## src/rtl/core/plcm_pkg.sv

```systemverilog
// ----------------------------------------------------------------------------
// Piecewise linear calibration map package
// Shared widths, codes and the types that run along the breakpoint chain.
// ----------------------------------------------------------------------------
package plcm_pkg;

	localparam int MAX_BREAKPOINTS = 16;
	localparam int SCORE_W         = 32;
	localparam int PROB_W          = 17;
	localparam int COUNT_W         = 5;
	localparam int IDX_W           = 4;
	localparam int QUOT_W          = PROB_W;
	localparam int PROD_W          = SCORE_W + PROB_W;

	localparam logic [PROB_W-1:0] PROB_ONE  = PROB_W'(65536);
	localparam logic [PROB_W-1:0] PROB_HALF = PROB_W'(32768);

	localparam logic MODE_LOAD  = 1'b0;
	localparam logic MODE_QUERY = 1'b1;

	localparam logic [1:0] REG_EMPTY  = 2'd0;
	localparam logic [1:0] REG_FIRST  = 2'd1;
	localparam logic [1:0] REG_LAST   = 2'd2;
	localparam logic [1:0] REG_INTERP = 2'd3;

	// Per-cell position information derived from the breakpoint count.
	typedef struct packed {
		logic active;
		logic first;
		logic last;
	} plcm_ctl_t;

	// Query token that moves one cell per cycle along the chain.
	typedef struct packed {
		logic                      valid;
		logic signed [SCORE_W-1:0] score;
		logic                      le_first;
		logic                      ge_last;
		logic                      found;
		logic [PROB_W-1:0]         p_first;
		logic [PROB_W-1:0]         p_last;
		logic signed [SCORE_W-1:0] prev_s;
		logic [PROB_W-1:0]         prev_p;
		logic signed [SCORE_W-1:0] x0;
		logic signed [SCORE_W-1:0] x1;
		logic [PROB_W-1:0]         y0;
		logic [PROB_W-1:0]         y1;
	} plcm_tok_t;

endpackage

```

## src/rtl/core/plcm_cell.sv

```systemverilog
// ----------------------------------------------------------------------------
// Breakpoint cell
// Holds one breakpoint and updates the passing query token.
// ----------------------------------------------------------------------------
module plcm_cell (
	input  logic                                      clk,
	input  logic                                      arst_n,
	input  plcm_pkg::plcm_ctl_t                       ctl,
	input  logic                                      wr_en,
	input  logic signed [plcm_pkg::SCORE_W-1:0]       wr_score,
	input  logic [plcm_pkg::PROB_W-1:0]               wr_prob,
	input  plcm_pkg::plcm_tok_t                       tok_in,
	output plcm_pkg::plcm_tok_t                       tok_out
);

	logic signed [plcm_pkg::SCORE_W-1:0] bp_score_q;
	logic [plcm_pkg::PROB_W-1:0]         bp_prob_q;
	plcm_pkg::plcm_tok_t                 tok_nxt;
	plcm_pkg::plcm_tok_t                 tok_q;
	logic                                valid_q;
	logic                                le;
	logic                                ge;

	always_ff @(posedge clk) begin
		if (wr_en) begin
			bp_score_q <= wr_score;
			bp_prob_q  <= wr_prob;
		end
	end

	always_comb begin
		le      = tok_in.score <= bp_score_q;
		ge      = tok_in.score >= bp_score_q;
		tok_nxt = tok_in;
		if (ctl.active) begin
			if (ctl.first) begin
				tok_nxt.le_first = le;
				tok_nxt.p_first  = bp_prob_q;
			end else if (!tok_in.found && le) begin
				// First breakpoint past the head that is at or above the query.
				tok_nxt.found = 1'b1;
				tok_nxt.x0    = tok_in.prev_s;
				tok_nxt.y0    = tok_in.prev_p;
				tok_nxt.x1    = bp_score_q;
				tok_nxt.y1    = bp_prob_q;
			end
			if (ctl.last) begin
				tok_nxt.ge_last = ge;
				tok_nxt.p_last  = bp_prob_q;
			end
			tok_nxt.prev_s = bp_score_q;
			tok_nxt.prev_p = bp_prob_q;
		end
	end

	always_ff @(posedge clk or negedge arst_n) begin
		if (!arst_n) begin
			valid_q <= 1'b0;
		end else begin
			valid_q <= tok_in.valid;
		end
	end

	always_ff @(posedge clk) begin
		tok_q <= tok_nxt;
	end

	always_comb begin
		tok_out       = tok_q;
		tok_out.valid = valid_q;
	end

endmodule

```

## config.mk

```make
export PLATFORM = sky130hd
export DESIGN_NAME = plcm_cell
export DESIGN_NICKNAME = d
export VERILOG_FILES = /design/src/rtl/core/plcm_pkg.sv /design/src/rtl/core/plcm_cell.sv
export SDC_FILE = /design/constraint.sdc
export NUM_CORES = 1
export LEC_CHECK = 0
export ABC_AREA = 0
export BUFFER_PORTS_ARGS = -buffer_cell sky130_fd_sc_hd__buf_2
export CORE_AREA = 3 3 186 188
export CTS_BUF_LIST = sky130_fd_sc_hd__clkbuf_8 sky130_fd_sc_hd__clkbuf_16
export DETAILED_ROUTE_END_ITERATION = 8
export DIE_AREA = 0 0 189 191
export GPL_TIMING_DRIVEN = 0
export MAX_ROUTING_LAYER = met4
export PLACE_DENSITY_LB_ADDON = 0.12
export SYNTH_ARGS = -nofsm -noshare
export SYNTH_HDL_FRONTEND = slang
export SYNTH_SLANG_ARGS = --single-unit
```

## constraint.sdc

```tcl
create_clock -name clk -period 3 [get_ports clk]
set_input_delay 0.6 -clock clk [delete_from_list [all_inputs] [get_ports clk]]
set_output_delay 0.6 -clock clk [all_outputs]
set_load 0.03 [all_outputs]
```

Word-level counts from Yosys, hierarchy flattened

Index checks and enable logic that the tools add are counted.

RAM bits: 0
Flip-flop bits (word level): 266
Output and inout port bits: 217
Bits in read-only memories: 0
Memories: 0
Bits of input ports: 272
Latch bits: 0

$mul: 0
Shift-type cells: 0
Order comparisons: 2
Multiplexer cells: 9
Add/subtract/negate cells: 0
Div/mod/pow operators: 0
Equality and inequality tests: 0
Reductions and logical operators: 2
Bitwise gates (word level): 0

Operators with widths:

| operator            | number |
|---|---|
| $mux W98            | 2 |
| $mux W184           | 1 |
| $mux W17            | 2 |
| $ge A32 B32 Y1      | 1 |
| $le A32 B32 Y1      | 1 |
| $mux W1             | 4 |
| $logic_and A1 B1 Y1 | 1 |
| $logic_not A1 Y1    | 1 |

Longest topological paths before layout

Gate-level depths: netlist (run 1).

Word-level depth: 5
Mapped depth: 11

Worst setup path before layout (run 1)

Ideal clock, no wire load.

Kind: in2reg
Start: in tok_in[198] (netlist name)
End: reg tok_q (netlist bit tok_out[78])
Data arrival time: 2.749 ns
Cell stages on the path: 10
Setup time: 0.123 ns
Path slack: 0.128 ns
Cells stage by stage: ha_1 a21oi_1 nand2_1 a221o_1 o31a_1 nor4_2 a211oi_2 buf_4 buf_6 mux2_1

RTL lines:

| element                | line            | source |
|---|---|---|
| start: declaration     | plcm_cell.sv:12 | `input plcm_pkg::plcm_tok_t tok_in,` |
| end signal: assignment | plcm_cell.sv:65 | `tok_q <= tok_nxt;` |
| end: declaration       | plcm_cell.sv:19 | `plcm_pkg::plcm_tok_t tok_q;` |

==> flow_summary.yaml, run 1 <==
logic_synthesis:
  syn_nets: 901
  synth_area_mm2: 0.008870
  yosysUniqueCellTypes: 36
  yosysWarnings: 0
  synth_compound_area_frac: 0.02088
  synth_fa_ha_area_frac: 0.04514
  ys_seq_area_frac: 0.6562
  synthMuxAreaShare: 0.2298
  yosys.area_share.simple: 0.02060
  synth_xor_area_frac: 0.0009874
  synth-seq-cells: 266
  ys.flop_type: "dfxtp_1"
  synthCells: 597
  synth_top_family_by_area: "multiplexers"
  synth-edff-count: 49
  async_reset_ff_frac: 0.003759
  postSynthAreaPerCell_um2: 14.86
placement:
  io_buffer_count: 487
  place.gp.congestion: 0.7597
  placed_cells: 1532
  placed_cell_area_mm2: 0.01187
  pre_cts_slack_ns: -1.496
  dp_hpwl_um: 23340
worst_setup_path:
  cp_max_fo: 10
  rrSetupSlack_ns: 0.05
  r2r_cells: 12
  critPathArrivalTime_ns: 3.36
  startpoint_type: "flip-flop"
  cp-end-kind: "flip-flop"
  reg2reg_to: "tok_out[79]"
  critical_path.startpoint: "bp_score_q[7]"
  r2r_start: "bp_score_q[7]"
  path_class: "flip-flop to flip-flop"
  required_ns: 3.42
power_and_ir_drop:
  total_power_mw: 9.152
  p_clk_frac: 0.394
  power_density_mw_per_mm2: 678.8
  switching_share: 0.2670
  p_sw_mw: 2.443
  power_frac_comb: 0.165
  ir_worst_vdd_uv: 443.9
  p_int_mw: 6.708
  p_leak_nw: 6.505
  seq_power_share: 0.441
global_route:
  antenna_found_initial: 5
  grtUsageTotal: 0.1609
  grtUsageMet2: 0.2812
  grt-ovfl-total: 0
  first_global_vias: 6974
  grt_use_met1: 0.1770
  gr-usage-met3: 0.05171
  grt-busiest-layer: "met2"
  grt_max_degree: 50
  grt_pass1_wl_um: 42630
sta:
  skew_ns: 0.01117
  hold_viol_final: 0
  worst_pin_slew_ns: 0.9220
  finalSetupViolCount: 0
  setup_tns_ns: 0
  maxSlewHeadroom: 0.3853
  fin_crit_sh: 0.9820
  rsz0062_at_grt: "yes"
  fmax_ghz: 0.3394
  worst_slack_ns: 0.05399
  final-max-slew-violation-count: 0
  layout_min_cycle_time_ns: 2.946
floorplanning:
  start_util: 0.2665
  core_mm2: 0.03328
  io_pins: 489
  die_y_um: 191
  die_w_um: 189
  fp-row-count: 67
  die_area_mm2: 0.03610
cts:
  clock-sinks: 266
  cts_root_buf: "clkbuf_16"
  cts-buffers-inserted: 29
  clk_pin_slew_ns: 0.06
  cts_tree: "done"
  clock_path_buffers: 3
  cts-htree-levels: 1
  clk_latency_ns: 0.54
detailed_routing:
  drtPass1Iterations: 4
  post-route-drc-count: 0
  wl_per_cell_um: 18.67
  routed_wl_um: 30150
  num_vias: 6624
  ant_nets: 0
  via_per_inst: 4.102
  drt_iter0_markers: 129
layout:
  final_common_cell: "buf_2"
  final_area_mm2: 0.01348
  fillers: 3319
  area_growth_pct: 52.01
  drive_gt1_frac: 0.6425
  nets: 1443
  final_cell_mix: "486 x buf_2, 216 x dfxtp_1, 123 x mux2_2"
  fin_cells: 1615
worst_hold_path:
  worstHoldPathType: "input pin to flip-flop"
  hp-start: "tok_in[216]"
  worstHoldEndpoint: "valid_q"
  min_path_cells: 1
job:
  cap_violations: 0
outcome:
  status: "complete, no violations"
[registers in the layout (all words and copies together), names as in the netlist]
signal / flops
tok_out: 216
bp_score_q: 32
bp_prob_q: 17
valid_q: 1
[power groups by stage]
stage,combinational [mW],clock [mW],sequential (mW)
4_1_cts,1.49,3.74,4.04
3_5_place_dp,1.41,0,4.12
3_3_place_gp,1.41,0,4.12
2_1_floorplan,0.358,0,4.59
6_report,1.51,3.60,4.04
5_1_grt,1.62,3.86,4.07
[how the worst max path moves through the flow]
stage	cells after the start	endpoint	slack [ns]
floorplan	10	tok_out[78]	0.13
global placement	10	tok_out[80]	-1.46
CTS	12	tok_out[71]	-0.005
detailed placement	10	tok_out[80]	-1.50
finish	12	tok_out[79]	0.05
global route	12	tok_out[42]	-0.12
[cell type report]
type                    count  area, µm²  area share
flip-flops and latches    266       5821      0.4317
repair buffers            512       2705      0.2006
well taps                 448      560.5     0.04157
plain buffers              18      190.2     0.01411
clock buffers              39      897.1     0.06654
diodes                      6      15.01    0.001114
multi-input cells         277       3074      0.2280
inverters                  35      131.4    0.009744
clock inverters            14      88.84    0.006589
[synth_stat cells (2+ instances only)]
| master | number | area share |
|---|---|---|
| mux2_2 | 161 | 0.20 |
| edfxtp_1 | 49 | 0.17 |
| mux2_1 | 20 | 0.025 |
| nand3_1 | 5 | 0.0028 |
| buf_2 | 7 | 0.0039 |
| dfxtp_1 | 216 | 0.49 |
| nand2_1 | 10 | 0.0042 |
| nor4_1 | 2 | 0.0014 |
| clkbuf_1 | 8 | 0.0034 |
| inv_1 | 35 | 0.015 |
| nor2_1 | 4 | 0.0017 |
| buf_6 | 2 | 0.0025 |
| a21oi_1 | 12 | 0.0068 |
| a41oi_1 | 2 | 0.0020 |
| ha_1 | 32 | 0.045 |
| o21ai_0 | 3 | 0.0017 |
| o211ai_1 | 2 | 0.0017 |
| nor3_1 | 3 | 0.0017 |
| nand4_1 | 6 | 0.0042 |
| buf_4 | 2 | 0.0017 |
[routing by layer]
metal  vias up  part of all wire
met3        52             0.088
li1       3217                 -
met5         -                 0
met4         0             0.030
met1      3043              0.39
met2       312              0.50
[cell families (layout without fill, tap and decap cells)]
kind of cell    Yosys count  after routing
fa+ha+maj                32             32
xor+xnor                  1              1
other cells               0              6
mux                     181            181
buf+inv                  54            618
compound gates           28             28
simple gates             35             35
flops                   266            266
[critical path, stage by stage, from the launching register on]
cell,delay (ns)
edfxtp_1,0.39
inv_1,0.07
ha_1,0.23
a21oi_1,0.15
o21ai_0,0.10
a221o_1,0.34
o31a_1,0.37
nor4_4,0.33
a211oi_4,0.07
buf_4,0.18
buf_8,0.13
buf_12,0.14
mux2_1,0.32
[repair_timing]
action	4_1_cts	5_1_grt
buffers inserted	18	4
hold endpoints to repair	1	0
resized for setup	45	40
endpoints found under the setup margin	98	98
cloned	1	1
pin swaps	9	6
hold buffers	1	0
[stage by stage]
stage                       util  hold WS [ns]
after global placement    0.3566        0.3753
final                     0.4051        0.1746
after floorplan                -        0.3044
after CTS                 0.3982        0.1342
after global routing      0.4051        0.1412
after detailed placement  0.3566        0.3764
No activity file was read; power rests on OpenSTA's default activity.
==> run 2: changes to the inputs <==
CORE_AREA = 3 3 191 193   (was 3 3 186 188)
DIE_AREA = 0 0 194 196   (was 0 0 189 191)
==> run 2 against run 1 <==
  * Hold slack worse by 0.012 ns
  * Combinational power fell by 3%
  * Clock power increased by 3%
  * Cell count grew 0.68%
  * Total power grew 0.75%
  * First-iteration DRC count up 10%
  * Global-route usage increased by 0.11 points
  * Wire length up 3.7%
  * Critical path depth decreased by 2
  * Largest cell class unchanged
  * Highest routed layer unchanged
==> flow_summary.yaml, run 2 (synthesis gave the netlist of run 1 again) <==
cts:
  clock-sinks: 266
  clk_pin_slew_ns: 0.06
  cts_root_buf: "clkbuf_16"
  clock_path_buffers: 3
  cts-buffers-inserted: 30
  cts-htree-levels: 1
  clk_latency_ns: 0.56
  cts_tree: "done"
layout:
  fin_cells: 1626
  final_common_cell: "buf_2"
  finalCoreUtilization: 0.3828
  nets: 1444
  largest_reg_flops: 216
  final_area_mm2: 0.01329
  fillers: 3485
  drive_gt1_frac: 0.6349
  final_cell_mix: "486 x buf_2, 216 x dfxtp_1, 161 x mux2_2"
  regArea_mm2: 0.005821
  area_growth_pct: 49.81
  multi_input_area_mm2: 0.002917
global_route:
  grt_max_degree: 50
  grt-ovfl-total: 0
  grt_pass1_wl_um: 45310
  first_global_vias: 7273
  antenna_found_initial: 8
  grtUsageTotal: 0.1620
power_and_ir_drop:
  power_density_mw_per_mm2: 693.9
  ir_worst_vdd_uv: 409.6
  power_frac_comb: 0.159
  p_int_mw: 6.728
  switching_share: 0.2703
  seq_power_share: 0.438
  total_power_mw: 9.220
  p_clk_frac: 0.402
  p_leak_nw: 6.268
  p_sw_mw: 2.492
sta:
  finalSetupViolCount: 0
  hold_viol_final: 0
  fmax_ghz: 0.3546
  maxSlewHeadroom: 0.2591
  final-max-slew-violation-count: 0
  rsz0062_at_grt: "yes"
  worst_pin_slew_ns: 1.111
  fin_crit_sh: 0.9400
  skew_ns: 0.02598
  layout_min_cycle_time_ns: 2.820
  worst_slack_ns: 0.1799
detailed_routing:
  routed-wl-met3_um: 2967
  num_vias: 6700
  routed_wl_um: 31270
  drtPass1Iterations: 4
  drt_iter0_markers: 142
  via_per_inst: 4.121
  post-route-drc-count: 0
  highest_layer: "met4"
  ant_nets: 0
  routed-wl-met2_um: 15280
  met1_length_um: 12400
  wl_per_cell_um: 19.23
worst_setup_path:
  path_class: "flip-flop to flip-flop"
  cp-end-kind: "flip-flop"
  cp_common_cell: "nor4_4"
  required_ns: 3.42
  cp_max_fo: 10
  cp_cell_sequence: "inv_1, ha_1, nand4_1, nor4_4, o31a_1, nor4_4, a211oi_4, buf_6, buf_8, mux2_2"
  critPathArrivalTime_ns: 3.24
  max_stage_delay_ns: 0.43
  startpoint_type: "flip-flop"
  critical_path_buf_inv_count: 3
  cpMaxStageDelayCell: "edfxtp_1"
  critical-path-top-delay-family: "simple AND/OR/NAND/NOR gates"
placement:
  io_buffer_count: 487
  dp_hpwl_um: 24470
  placed_cells: 1539
  pre_cts_slack_ns: -1.606
  place.gp.congestion: 0.7567
  placed_cell_area_mm2: 0.01188
floorplanning:
  die_area_mm2: 0.03802
  die_w_um: 194
  fp-row-count: 68
  die_y_um: 196
  core_mm2: 0.03471
  start_util: 0.2555
  io_pins: 489
worst_hold_path:
  worstHoldPathType: "input pin to flip-flop"
outcome:
  status: "complete, no violations"
job:
  cap_violations: 0
-- run 2: cell types whose count changed in the layout (fill, tap and decap cells not counted), sizes merged --
cell / change
bufbuf: -1
bufinv: +2
clkinv: +3
clkinvlp: +1
clkbuf: -5
buf: +2
inv: +1
diode: +1
-- run 2: area by class of cell --
class / count / share of cell area
Sequential cell: 266 / 0.4380
Timing Repair Buffer: 511 / 0.1989
Multi-Input combinational cell: 277 / 0.2195
Tap cell: 455 / 0.04284
Inverter: 35 / 0.009887
Buffer: 19 / 0.01356
Antenna cell: 7 / 0.001318
Clock buffer: 35 / 0.06252
Clock inverter: 21 / 0.01347
-- run 2: path summary, 6_finish.rpt --
path                       cells past startpoint  slack [ns]      startpoint      endpoint
max                                           10        0.18  bp_score_q[17]   tok_out[46]
min                                            1        0.16     tok_in[216]       valid_q
max reg2reg                                   10        0.18  bp_score_q[17]   tok_out[46]
min reg2reg                                    1        0.53  bp_score_q[25]  tok_out[140]
max in group asynchronous                      2        2.56          arst_n       valid_q
min in group asynchronous                      2        0.36          arst_n       valid_q
-- run 2: worst reg2reg max path: stages (launching register included) --
cell and delay [ns]:
edfxtp_1 0.43, inv_1 0.07, ha_1 0.29, nand4_1 0.17
nor4_4 0.40, o31a_1 0.32, nor4_4 0.06, a211oi_4 0.21
buf_6 0.22, buf_8 0.18, mux2_2 0.35
-- run 2: routing by layer --
metal  GRT usage  vias to the layer above
met5           -                        -
met4     0.04043                        0
met3     0.06303                       44
met2      0.2770                      322
met1      0.1783                     3108
li1            -                     3226
-- run 2: power groups by stage --
stage / sequential (mW) / clock (mW) / combinational (mW)
after floorplan: 4.59 / 0 / 0.358
after global placement: 4.12 / 0 / 1.42
after detailed placement: 4.12 / 0 / 1.43
after CTS: 4.05 / 3.83 / 1.46
after global routing: 4.07 / 3.98 / 1.58
final: 4.04 / 3.71 / 1.47
-- run 2: timing repair --
| item | 4_1_cts | 5_1_grt |
|---|---|---|
| hold buffers | 1 | 0 |
| resized for setup | 35 | 6 |
| pin swaps | 8 | 11 |
| hold endpoints to repair | 1 | 0 |
| buffers inserted | 6 | 17 |
| setup endpoints to repair | 98 | 90 |
-- run 2: through the flow --
step           hold slack (ns)  setup TNS [ns]
4_1_cts                 0.1215        -0.01432
2_1_floorplan           0.3044               0
3_3_place_gp            0.3752         -147.82
6_report                0.1623               0
5_1_grt                 0.1260         -0.4949
3_5_place_dp            0.3754         -152.05
