### src/rtl/core/plcm_pkg.sv
// ----------------------------------------------------------------------------
// Piecewise linear calibration map package
// Shared widths, codes and the types that run along the breakpoint chain.
// ----------------------------------------------------------------------------
package plcm_pkg;

	localparam int MAX_BREAKPOINTS = 16;
	localparam int SCORE_W         = 32;
	localparam int PROB_W          = 17;
	localparam int COUNT_W         = 5;
	localparam int IDX_W           = 4;
	localparam int QUOT_W          = PROB_W;
	localparam int PROD_W          = SCORE_W + PROB_W;

	localparam logic [PROB_W-1:0] PROB_ONE  = PROB_W'(65536);
	localparam logic [PROB_W-1:0] PROB_HALF = PROB_W'(32768);

	localparam logic MODE_LOAD  = 1'b0;
	localparam logic MODE_QUERY = 1'b1;

	localparam logic [1:0] REG_EMPTY  = 2'd0;
	localparam logic [1:0] REG_FIRST  = 2'd1;
	localparam logic [1:0] REG_LAST   = 2'd2;
	localparam logic [1:0] REG_INTERP = 2'd3;

	// Per-cell position information derived from the breakpoint count.
	typedef struct packed {
		logic active;
		logic first;
		logic last;
	} plcm_ctl_t;

	// Query token that moves one cell per cycle along the chain.
	typedef struct packed {
		logic                      valid;
		logic signed [SCORE_W-1:0] score;
		logic                      le_first;
		logic                      ge_last;
		logic                      found;
		logic [PROB_W-1:0]         p_first;
		logic [PROB_W-1:0]         p_last;
		logic signed [SCORE_W-1:0] prev_s;
		logic [PROB_W-1:0]         prev_p;
		logic signed [SCORE_W-1:0] x0;
		logic signed [SCORE_W-1:0] x1;
		logic [PROB_W-1:0]         y0;
		logic [PROB_W-1:0]         y1;
	} plcm_tok_t;

endpackage

### src/rtl/core/plcm_div.sv
// ----------------------------------------------------------------------------
// Interpolation divider
// Restoring divider, one quotient bit per cycle, quotient known to fit.
// ----------------------------------------------------------------------------
module plcm_div (
	input  logic                                clk,
	input  logic                                arst_n,
	input  logic                                start,
	input  logic [plcm_pkg::PROD_W-1:0]         num,
	input  logic [plcm_pkg::SCORE_W-1:0]        den,
	output logic                                done,
	output logic [plcm_pkg::QUOT_W-1:0]         quot
);

	localparam int CNT_W = $clog2(plcm_pkg::QUOT_W);

	logic                               run_q;
	logic                               done_q;
	logic [CNT_W-1:0]                   cnt_q;
	logic [plcm_pkg::SCORE_W-1:0]       rem_q;
	logic [plcm_pkg::QUOT_W-1:0]        quo_q;
	logic [plcm_pkg::SCORE_W-1:0]       den_q;
	logic [plcm_pkg::SCORE_W:0]         rem_sh;
	logic [plcm_pkg::SCORE_W+1:0]       diff;
	logic                               ge;

	always_comb begin
		rem_sh = {rem_q, quo_q[plcm_pkg::QUOT_W-1]};
		diff   = {1'b0, rem_sh} - {2'b00, den_q};
		ge     = !diff[plcm_pkg::SCORE_W+1];
	end

	always_ff @(posedge clk or negedge arst_n) begin
		if (!arst_n) begin
			run_q  <= 1'b0;
			done_q <= 1'b0;
			cnt_q  <= '0;
		end else begin
			done_q <= 1'b0;
			if (start) begin
				run_q <= 1'b1;
				cnt_q <= '0;
			end else if (run_q) begin
				cnt_q <= cnt_q + CNT_W'(1);
				if (cnt_q == CNT_W'(plcm_pkg::QUOT_W - 1)) begin
					run_q  <= 1'b0;
					done_q <= 1'b1;
				end
			end
		end
	end

	// The upper numerator bits are already below the divisor, so only the
	// low bits produce quotient bits.
	always_ff @(posedge clk) begin
		if (start) begin
			rem_q <= num[plcm_pkg::PROD_W-1:plcm_pkg::QUOT_W];
			quo_q <= num[plcm_pkg::QUOT_W-1:0];
			den_q <= den;
		end else if (run_q) begin
			rem_q <= ge ? diff[plcm_pkg::SCORE_W-1:0] : rem_sh[plcm_pkg::SCORE_W-1:0];
			quo_q <= {quo_q[plcm_pkg::QUOT_W-2:0], ge};
		end
	end

	assign done = done_q;
	assign quot = quo_q;

endmodule

### config.mk
export PLATFORM = sky130hd
export DESIGN_NAME = plcm_div
export DESIGN_NICKNAME = d
export VERILOG_FILES = /design/src/rtl/core/plcm_pkg.sv /design/src/rtl/core/plcm_div.sv
export SDC_FILE = /design/constraint.sdc
export NUM_CORES = 1
export LEC_CHECK = 0
export BUFFER_PORTS_ARGS = -buffer_cell sky130_fd_sc_hd__buf_2
export CAP_MARGIN = 20
export CORE_ASPECT_RATIO = 1.4
export CORE_MARGIN = 2
export CORE_UTILIZATION = 40
export DETAILED_ROUTE_END_ITERATION = 8
export PLACE_DENSITY = 0.57
export SLEW_MARGIN = 5
export SYNTH_ARGS = -nofsm -noshare
export SYNTH_HDL_FRONTEND = slang
export SYNTH_SLANG_ARGS = --single-unit
### constraint.sdc
create_clock -name clk -period 3.6 [get_ports clk]
set_clock_uncertainty 0.1 [all_clocks]
set_input_delay 0 -clock clk [delete_from_list [all_inputs] [get_ports clk]]
set_output_delay 0 -clock clk [all_outputs]
set_load 0.01 [all_outputs]
# After elaboration in Yosys (flattened, before gate mapping)
# Index checks and enable logic that the tools add are counted.
totals:
  regBits: 88
  latchBits: 0
  mem_bits_rw: 0
  romBits: 0
  inputBits: 84
  output_inout_bits: 18
  word_cells: 24
  n_memories: 0
classes:
  addsub: 2
  n_mul: 0
  n_div: 0
  order_cmp: 0
  n_eq_ne: 1
  shifts: 0
  muxes: 13
  bitwise_logic: 0
  n_reduce_logical: 2
op_table:
  columns: ["operator", "count"]
  rows:
  - ["$mux W32", 3]
  - ["$mux W17", 2]
  - ["$sub A33 B32 Y34", 1]
  - ["$mux W5", 2]
  - ["$mux W1", 6]
  - ["$add A5 B1 Y5 const B", 1]
  - ["$eq A5 B5 Y1 const B", 1]
  - ["$reduce_bool A2 Y1", 1]
  - ["$logic_not A1 Y1", 1]

# Depth between registers and ports, before layout
# Gate-level depths: netlist of run 1.
depth:
  depth_word: 4
  depth_mapped: 13

# Worst setup path before layout of run 1
# No wires, ideal clock.
synth_timing:
  path_type: "register -> register"
  start: "register quo_q (netlist bit quot[16])"
  end: "register rem_q[30] (netlist name) (data pin)"
  setup_time_ns: 0.261
  arrival_time_ns: 2.741
  required_time_ns: 3.239
  path_slack_ns: 0.498
  path_stages_with_launch: 13
  period_less_slack_ns: 3.102
  cell_sequence: "edfxtp_1 > inv_1 > ha_1 > inv_1 > fa_1 > a21o_1 > a221o_1 > nand2_2 > o2111ai_4 > a31o_1 > a311oi_2 > xnor2_1 > a221o_1"
synth_between:
  elab_chain_len: 4
synth_rtl:
  columns: ["item", "line_no", "rtl"]
  rows:
  - ["start: declaration", "plcm_div.sv:21", "logic [plcm_pkg::QUOT_W-1:0] quo_q;"]
  - ["start signal: assignment", "plcm_div.sv:58", "quo_q <= num[plcm_pkg::QUOT_W-1:0];"]
  - ["start signal: assignment", "plcm_div.sv:62", "quo_q <= {quo_q[plcm_pkg::QUOT_W-2:0], ge};"]
  - ["$sub A33 B32 Y34", "plcm_div.sv:29", "diff = {1'b0, rem_sh} - {2'b00, den_q};"]
  - ["$mux W32", "plcm_div.sv:61", "rem_q <= ge ? diff[plcm_pkg::SCORE_W-1:0] : rem_sh[plcm_pkg::SCORE_W-1:0];"]
  - ["$mux W32", "plcm_div.sv:60", "end else if (run_q) begin"]
  - ["$mux W32", "plcm_div.sv:56", "if (start) begin"]
  - ["end signal: assignment", "plcm_div.sv:57", "rem_q <= num[plcm_pkg::PROD_W-1:plcm_pkg::QUOT_W];"]
  - ["end signal: assignment", "plcm_div.sv:61", null]
  - ["end: declaration", "plcm_div.sv:20", "logic [plcm_pkg::SCORE_W-1:0] rem_q;"]
# No other way between the ends. The select of a mux whose other input is x is not followed.
# A chain may end at the register's enable or synchronous reset.

# Final worst setup path of run 1
layout_timing:
  start: "register quo_q (netlist bit quot[16])"
  end: "register rem_q[28] (netlist name) (data pin)"
# Same word-level chain as after synthesis.

==> results of run 1 <==
[power groups by stage]
stage	clock, mW	combinational [mW]	sequential (mW)
floorplan	0	1.95	1.56
global placement	0	2.48	1.58
detailed placement	0	2.50	1.59
CTS	1.09	2.59	1.57
global route	1.12	2.89	1.60
finish	1.07	2.59	1.57
[Yosys cell counts, types with 3 or more instances]
cell	count
nand4_1	6
nor3_1	7
ha_1	34
and3_1	7
buf_2	4
xnor2_1	21
nor2_1	36
o21ai_0	19
clkbuf_1	14
and2_1	8
xor2_1	11
mux2i_1	4
o31ai_1	8
buf_4	3
a211oi_1	3
inv_1	40
a21oi_1	31
edfxtp_1	81
a31oi_1	25
o21a_1	6
mux2_2	17
o21bai_1	3
nand3_1	6
a221o_1	5
a21o_1	7
o211ai_1	3
or3_1	3
or2_2	4
nand2_1	55
dfrtp_1	7
nor2b_1	3
o311ai_0	3
[cell usage in the layout, fill, tap and decap left out, types with 8 or more instances in the layout]
cell	n
buf_2	100
dlygate4sd3_1	84
edfxtp_1	81
nand2_1	55
inv_1	40
nor2_1	36
ha_1	34
a21oi_1	31
a31oi_1	25
xnor2_1	21
o21ai_0	19
mux2_2	17
xor2_1	11
clkbuf_16	9
and2_1	8
o31ai_1	8
[metal layers]
| metal | GRT usage [%] | up-vias | part of all wire, % |
|---|---|---|---|
| li1 | - | 2277 | - |
| met1 | 22.6 | 2195 | 42 |
| met2 | 35.6 | 97 | 52 |
| met3 | 4.48 | 21 | 3.9 |
| met4 | 7.44 | 0 | 2.1 |
| met5 | 0 | - | 0 |
[cell type report]
| class | instances | share of cell area (%) |
|---|---|---|
| clock buffer | 10 | 3.14 |
| clock inverter | 6 | 1.48 |
| inverter | 41 | 2.11 |
| multi-input combinational | 367 | 35.2 |
| sequential | 88 | 35.8 |
| tap | 182 | 3.12 |
| timing repair buffer | 191 | 19.1 |
[through the flow]
step | hold WS, ns | area, sq um | setup WS (ns) | util (%) | total power, mW
after floorplan | -0.396 | 5430 | 0.498 | - | 3.51
after global placement | -0.263 | 6110 | 0.352 | 45.9 | 4.06
after detailed placement | -0.261 | 6110 | 0.282 | 45.9 | 4.09
after CTS | 0.244 | 7290 | 0.310 | 54.7 | 5.25
after global routing | 0.255 | 7290 | 0.00678 | 54.7 | 5.62
final | 0.252 | 7290 | 0.286 | 54.7 | 5.23
[flip-flops by register name, summed over array words and instances (netlist names)]
name	count
den_q	32
rem_q	32
quot	17
cnt_q	5
done	1
run_q	1
[kinds of logic (layout without fill, tap and decap cells)]
logic type                 after synthesis  after routing  synth area share, %
and+or+nand+nor                        142            142                 11.9
AOI/OAI and AO/OA                      137            137                 17.8
muxes                                   21             21                 4.26
adders and majority gates               35             35                 8.20
xor gates and xnor gates                32             32                 5.16
DFF                                     88             88                 48.0
buffers and inverters                   63            248                 4.66
[worst paths after layout]
kind	to	slack [ns]	cells after the start
worst max-delay path	rem_q[28]	0.29	12
worst max register to register	rem_q[28]	0.29	12
worst min-delay path	den_q[10]	0.25	2
min in group asynchronous	cnt_q[4]	0.50	3
worst min register to register	cnt_q[4]	0.44	2
max in group asynchronous	cnt_q[3]	2.66	3
==> results.json, run 1 <==
{
  "nets": 817,
  "fmax_mhz": 302,
  "worst_slew_margin_rel_pct": 43.6,
  "report.final.hold_viol_count": 0,
  "fin_tns_setup_ns": 0,
  "power.switching_mw": 2.00,
  "clk_latency_ns": 0.35,
  "dr.first_iter.drc_count": 176,
  "num_antenna_cells": 0,
  "portBuffers": 101,
  "critical_path.startpoint_type": "register",
  "synth_area_per_cell_sq_um": 10.5,
  "vdd_drop_max_uv": 346,
  "track_usage_pct": 19.9,
  "via_per_inst": 5.19,
  "syn-num-nets": 637,
  "clockPowerShare_pct": 20.4,
  "path_common_cell": "inv_1",
  "max_cap_violations": 0,
  "antenna_found_initial": 0,
  "place_hpwl_microns": 9510,
  "dieArea_sq_um": 14500,
  "core.rowCount": 50,
  "period_minus_slack_ns": 3.31,
  "cp_launch_point": "quot[16]",
  "post_drt_wl_per_cell_microns": 15.3,
  "routed_wl_microns": 13500,
  "share_seq_of_total_power_pct": 30.1,
  "path_max_fanout": 5,
  "slowest_delay_ns": 0.60,
  "cp_top_family": "compound AO/OA/AOI/OAI gates",
  "postRouteAntennaNets": 0,
  "synth_top_area_share_pct": 44.8,
  "post-cts-setup-buffers": 0,
  "outcome": "complete, no violations",
  "syn-cell-area_sq_um": 5430,
  "routed-via-count": 4590,
  "place.gp.congestion": 0.873,
  "crit_end_element": "register",
  "ys_types": 57,
  "timing.critical_path.arrival_ns": 3.39,
  "num-fill-cells": 1218,
  "globalRoute.totalOverflow": 0,
  "post_cts_hold_buffer_count": 84,
  "clkTransAtPathRegs_ns": 0.06,
  "rsz0062_at_grt": "no",
  "seq_area_frac_synth_pct": 48.0,
  "first_global_vias": 4893,
  "worstHoldPathType": "input port to register",
  "synth_top_cell_by_area": "edfxtp_1",
  "timing.hold.worst.start": "den[10]",
  "clockBufferDepth": 2,
  "yosysWarningCount": 0,
  "finalMaxSlewViolations": 0,
  "asyncSetResetFlopFracSynth_pct": 7.95,
  "boundary_pins": 102,
  "grt_pass1_wl_microns": 22700,
  "place_inst": 785,
  "detail_route.drc_violations": 0,
  "worst-path-buf-inv": 2,
  "die_h_microns": 142,
  "power.static_leakage_nw": 3.10,
  "critPathSlowestCell": "a2111oi_0",
  "critPathKind": "register to register",
  "tritoncts_clock_tree": "built",
  "sequential_cell_area_sq_um": 2610,
  "dominantRegCellSynth": "edfxtp_1",
  "drt-pass1-iter-count": 4,
  "tritoncts.num_buffers": 9,
  "floorplan.initialDensity_pct": 40.7,
  "area_occupied_by_multi_input_gates_sq_um": 2570,
  "clock_root_buffer_master": "clkbuf_16",
  "sw_frac_of_total_pct": 38.2,
  "number_of_cells_upsized_or_downsized_after_cts": 0,
  "die_w_microns": 102,
  "final_layout_size_suffix_gt1_share_pct": 21.3,
  "post_synth_main_area_contributors": "edfxtp_1 45%, ha_1 7.8%, nand2_1 3.8%",
  "final.period_utilization_pct": 92.0,
  "post_synthesis_cells": 518,
  "timing.final.setup_violations": 0,
  "ys_seq_elements": 88,
  "p_comb_share_pct": 49.5,
  "num_clock_sinks": 88,
  "clock_tree.htree_level_count": 3,
  "reg2reg_from": "quot[16]",
  "core_region_area_sq_um": 13300,
  "syn_to_final_growth_pct": 34.2,
  "synth-edff-count": 81,
  "power_per_cell_area_nw_per_um2": 718,
  "internal_power_mw": 3.23,
  "grt_max_degree": 59,
  "tightest_slew_ns": 0.847,
  "number_of_cells_in_the_finished_layout_apart_from_fillers": 885,
  "timing.critical_path.cells": "inv_1, ha_1, inv_1, fa_1, a21o_1, a221o_1, nand2_2, o2111ai_4, a2111oi_0, nor3_1, xnor2_1, o31ai_1",
  "worstPathRequired_ns": 3.67
}
(Power assumes the default switching activity.)
==> run 2, diff against run 1 <==
--- a/config.mk
+++ b/config.mk
@@ -5,14 +5,13 @@
 export SDC_FILE = /design/constraint.sdc
 export NUM_CORES = 1
 export LEC_CHECK = 0
-export BUFFER_PORTS_ARGS = -buffer_cell sky130_fd_sc_hd__buf_2
+export BUFFER_PORTS_ARGS = -buffer_cell sky130_fd_sc_hd__buf_4
 export CAP_MARGIN = 20
 export CORE_ASPECT_RATIO = 1.4
 export CORE_MARGIN = 2
 export CORE_UTILIZATION = 40
 export DETAILED_ROUTE_END_ITERATION = 8
 export PLACE_DENSITY = 0.57
-export SLEW_MARGIN = 5
 export SYNTH_ARGS = -nofsm -noshare
 export SYNTH_HDL_FRONTEND = slang
 export SYNTH_SLANG_ARGS = --single-unit
==> results.json, run 2 (synthesis gave the netlist of run 1 again) <==
{
  "dieArea_sq_um": 14500,
  "critPathKind": "register to register",
  "post_drt_wl_per_cell_microns": 15.9,
  "setup_slack_ns": 0.261,
  "clk_latency_ns": 0.35,
  "layout_common_cells": "107 x buf_4, 84 x dlygate4sd3_1, 81 x edfxtp_1",
  "finalMaxSlewViolations": 0,
  "boundary_pins": 102,
  "drt-pass1-iter-count": 6,
  "p_total_mw": 5.12,
  "path_max_fanout": 5,
  "timing.final.setup_violations": 0,
  "core_region_area_sq_um": 13300,
  "cp_launch_point": "quot[16]",
  "rsz0062_at_grt": "no",
  "portBuffers": 101,
  "worstPathRequired_ns": 3.68,
  "timing.critical_path.arrival_ns": 3.42,
  "routed_wl_microns": 14000,
  "place_hpwl_microns": 9820,
  "fin_tns_setup_ns": 0,
  "placement.setup.worst_slack_ns": 0.264,
  "postRouteAntennaNets": 0,
  "power.static_leakage_nw": 3.16,
  "reg2reg_from": "quot[16]",
  "crit_end_element": "register",
  "core.rowCount": 50,
  "outcome": "complete, no violations",
  "period_minus_slack_ns": 3.34,
  "num-fill-cells": 1179,
  "final.period_utilization_pct": 92.7,
  "critical_path.startpoint_type": "register",
  "power_per_cell_area_nw_per_um2": 685,
  "number_of_cells_in_the_finished_layout_apart_from_fillers": 885,
  "tritoncts_clock_tree": "built",
  "via_per_inst": 5.20,
  "floorplan.initialDensity_pct": 40.7,
  "postPlaceCellArea_sq_um": 6360,
  "worstHoldPathType": "input port to register",
  "timing.reg2reg.worst_path_depth": 12,
  "worstHoldEndpoint": "den_q[12]",
  "clkTransAtPathRegs_ns": 0.07,
  "die_w_microns": 102,
  "die_h_microns": 142,
  "place.gp.congestion": 0.880,
  "sequential_cell_area_sq_um": 2610,
  "grt_max_degree": 60,
  "clock_tree.htree_level_count": 3,
  "design_area_sq_um": 7480,
  "whs_ns": 0.263,
  "clock_root_buffer_master": "clkbuf_16",
  "most_common_cell_after_layout_fill_and_taps_aside": "buf_4",
  "num_antenna_cells": 0,
  "grt_pass1_wl_microns": 22700,
  "globalRoute.totalOverflow": 0,
  "fmax_mhz": 300,
  "place_inst": 785,
  "tightest_slew_ns": 0.854,
  "clockBufferDepth": 2,
  "whs_path_depth": 2,
  "reg2reg_slack_ns": 0.26,
  "nets": 817,
  "area_occupied_by_multi_input_gates_sq_um": 2570,
  "max_cap_violations": 0,
  "vdd_drop_max_uv": 285,
  "detail_route.drc_violations": 0,
  "report.final.hold_viol_count": 0,
  "worst_slew_margin_rel_pct": 43.1,
  "tritoncts.num_buffers": 9,
  "post_layout_util_pct": 56.1,
  "dr.first_iter.drc_count": 250,
  "routed-via-count": 4600,
  "track_usage_pct": 20.1,
  "number_of_cells_upsized_or_downsized_after_cts": 0,
  "antenna_found_initial": 0,
  "post-cts-setup-buffers": 0,
  "first_global_vias": 4775,
  "rr_endpoint": "rem_q[28]",
  "final_layout_size_suffix_gt1_share_pct": 21.5,
  "post_cts_hold_buffer_count": 84,
  "syn_to_final_growth_pct": 37.7,
  "num_clock_sinks": 88,
  "timing.hold.worst.start": "den[12]"
}
## run 2: cell type report
cell class / instances / area share, %
Clock inverter: 5 / 0.435
Inverter: 41 / 2.06
Multi-Input combinational cell: 367 / 34.4
Sequential cell: 88 / 34.9
Timing Repair Buffer: 191 / 22.0
Clock buffer: 11 / 3.25
Tap cell: 182 / 3.05
## run 2: routing by layer
layer,vias up,wire length (microns),track usage [%]
met5,-,0,0
met4,0,355,8.21
met3,28,511,4.24
met2,101,7420,36.1
met1,2199,5750,22.6
li1,2272,-,-
## run 2: worst max path at each step
stage / depth (start not counted) / end / slack [ns]
after floorplan: 12 / rem_q[30] / 0.50
after global placement: 12 / rem_q[28] / 0.30
after detailed placement: 12 / rem_q[28] / 0.26
after CTS: 12 / rem_q[28] / 0.27
after global routing: 7 / rem_q[11] / 0.11
final: 12 / rem_q[28] / 0.26
## run 2: report_power, final
group | total (mW) | internal (mW) | switching [mW]
registers | 1.58 | 1.44 | 0.142
logic | 2.65 | 1.16 | 1.49
clock network | 0.891 | 0.487 | 0.404
total | 5.12 | 3.08 | 2.04
## run 2: critical path, cell delays in order (launching register included)
cell and delay [ns]:
edfxtp_1 0.42, inv_1 0.08, ha_1 0.16, inv_1 0.05, fa_1 0.40, a21o_1 0.21
a221o_1 0.39, nand2_2 0.11, o2111ai_4 0.16, a2111oi_0 0.59, nor3_1 0.13, xnor2_1 0.15
o31ai_1 0.21
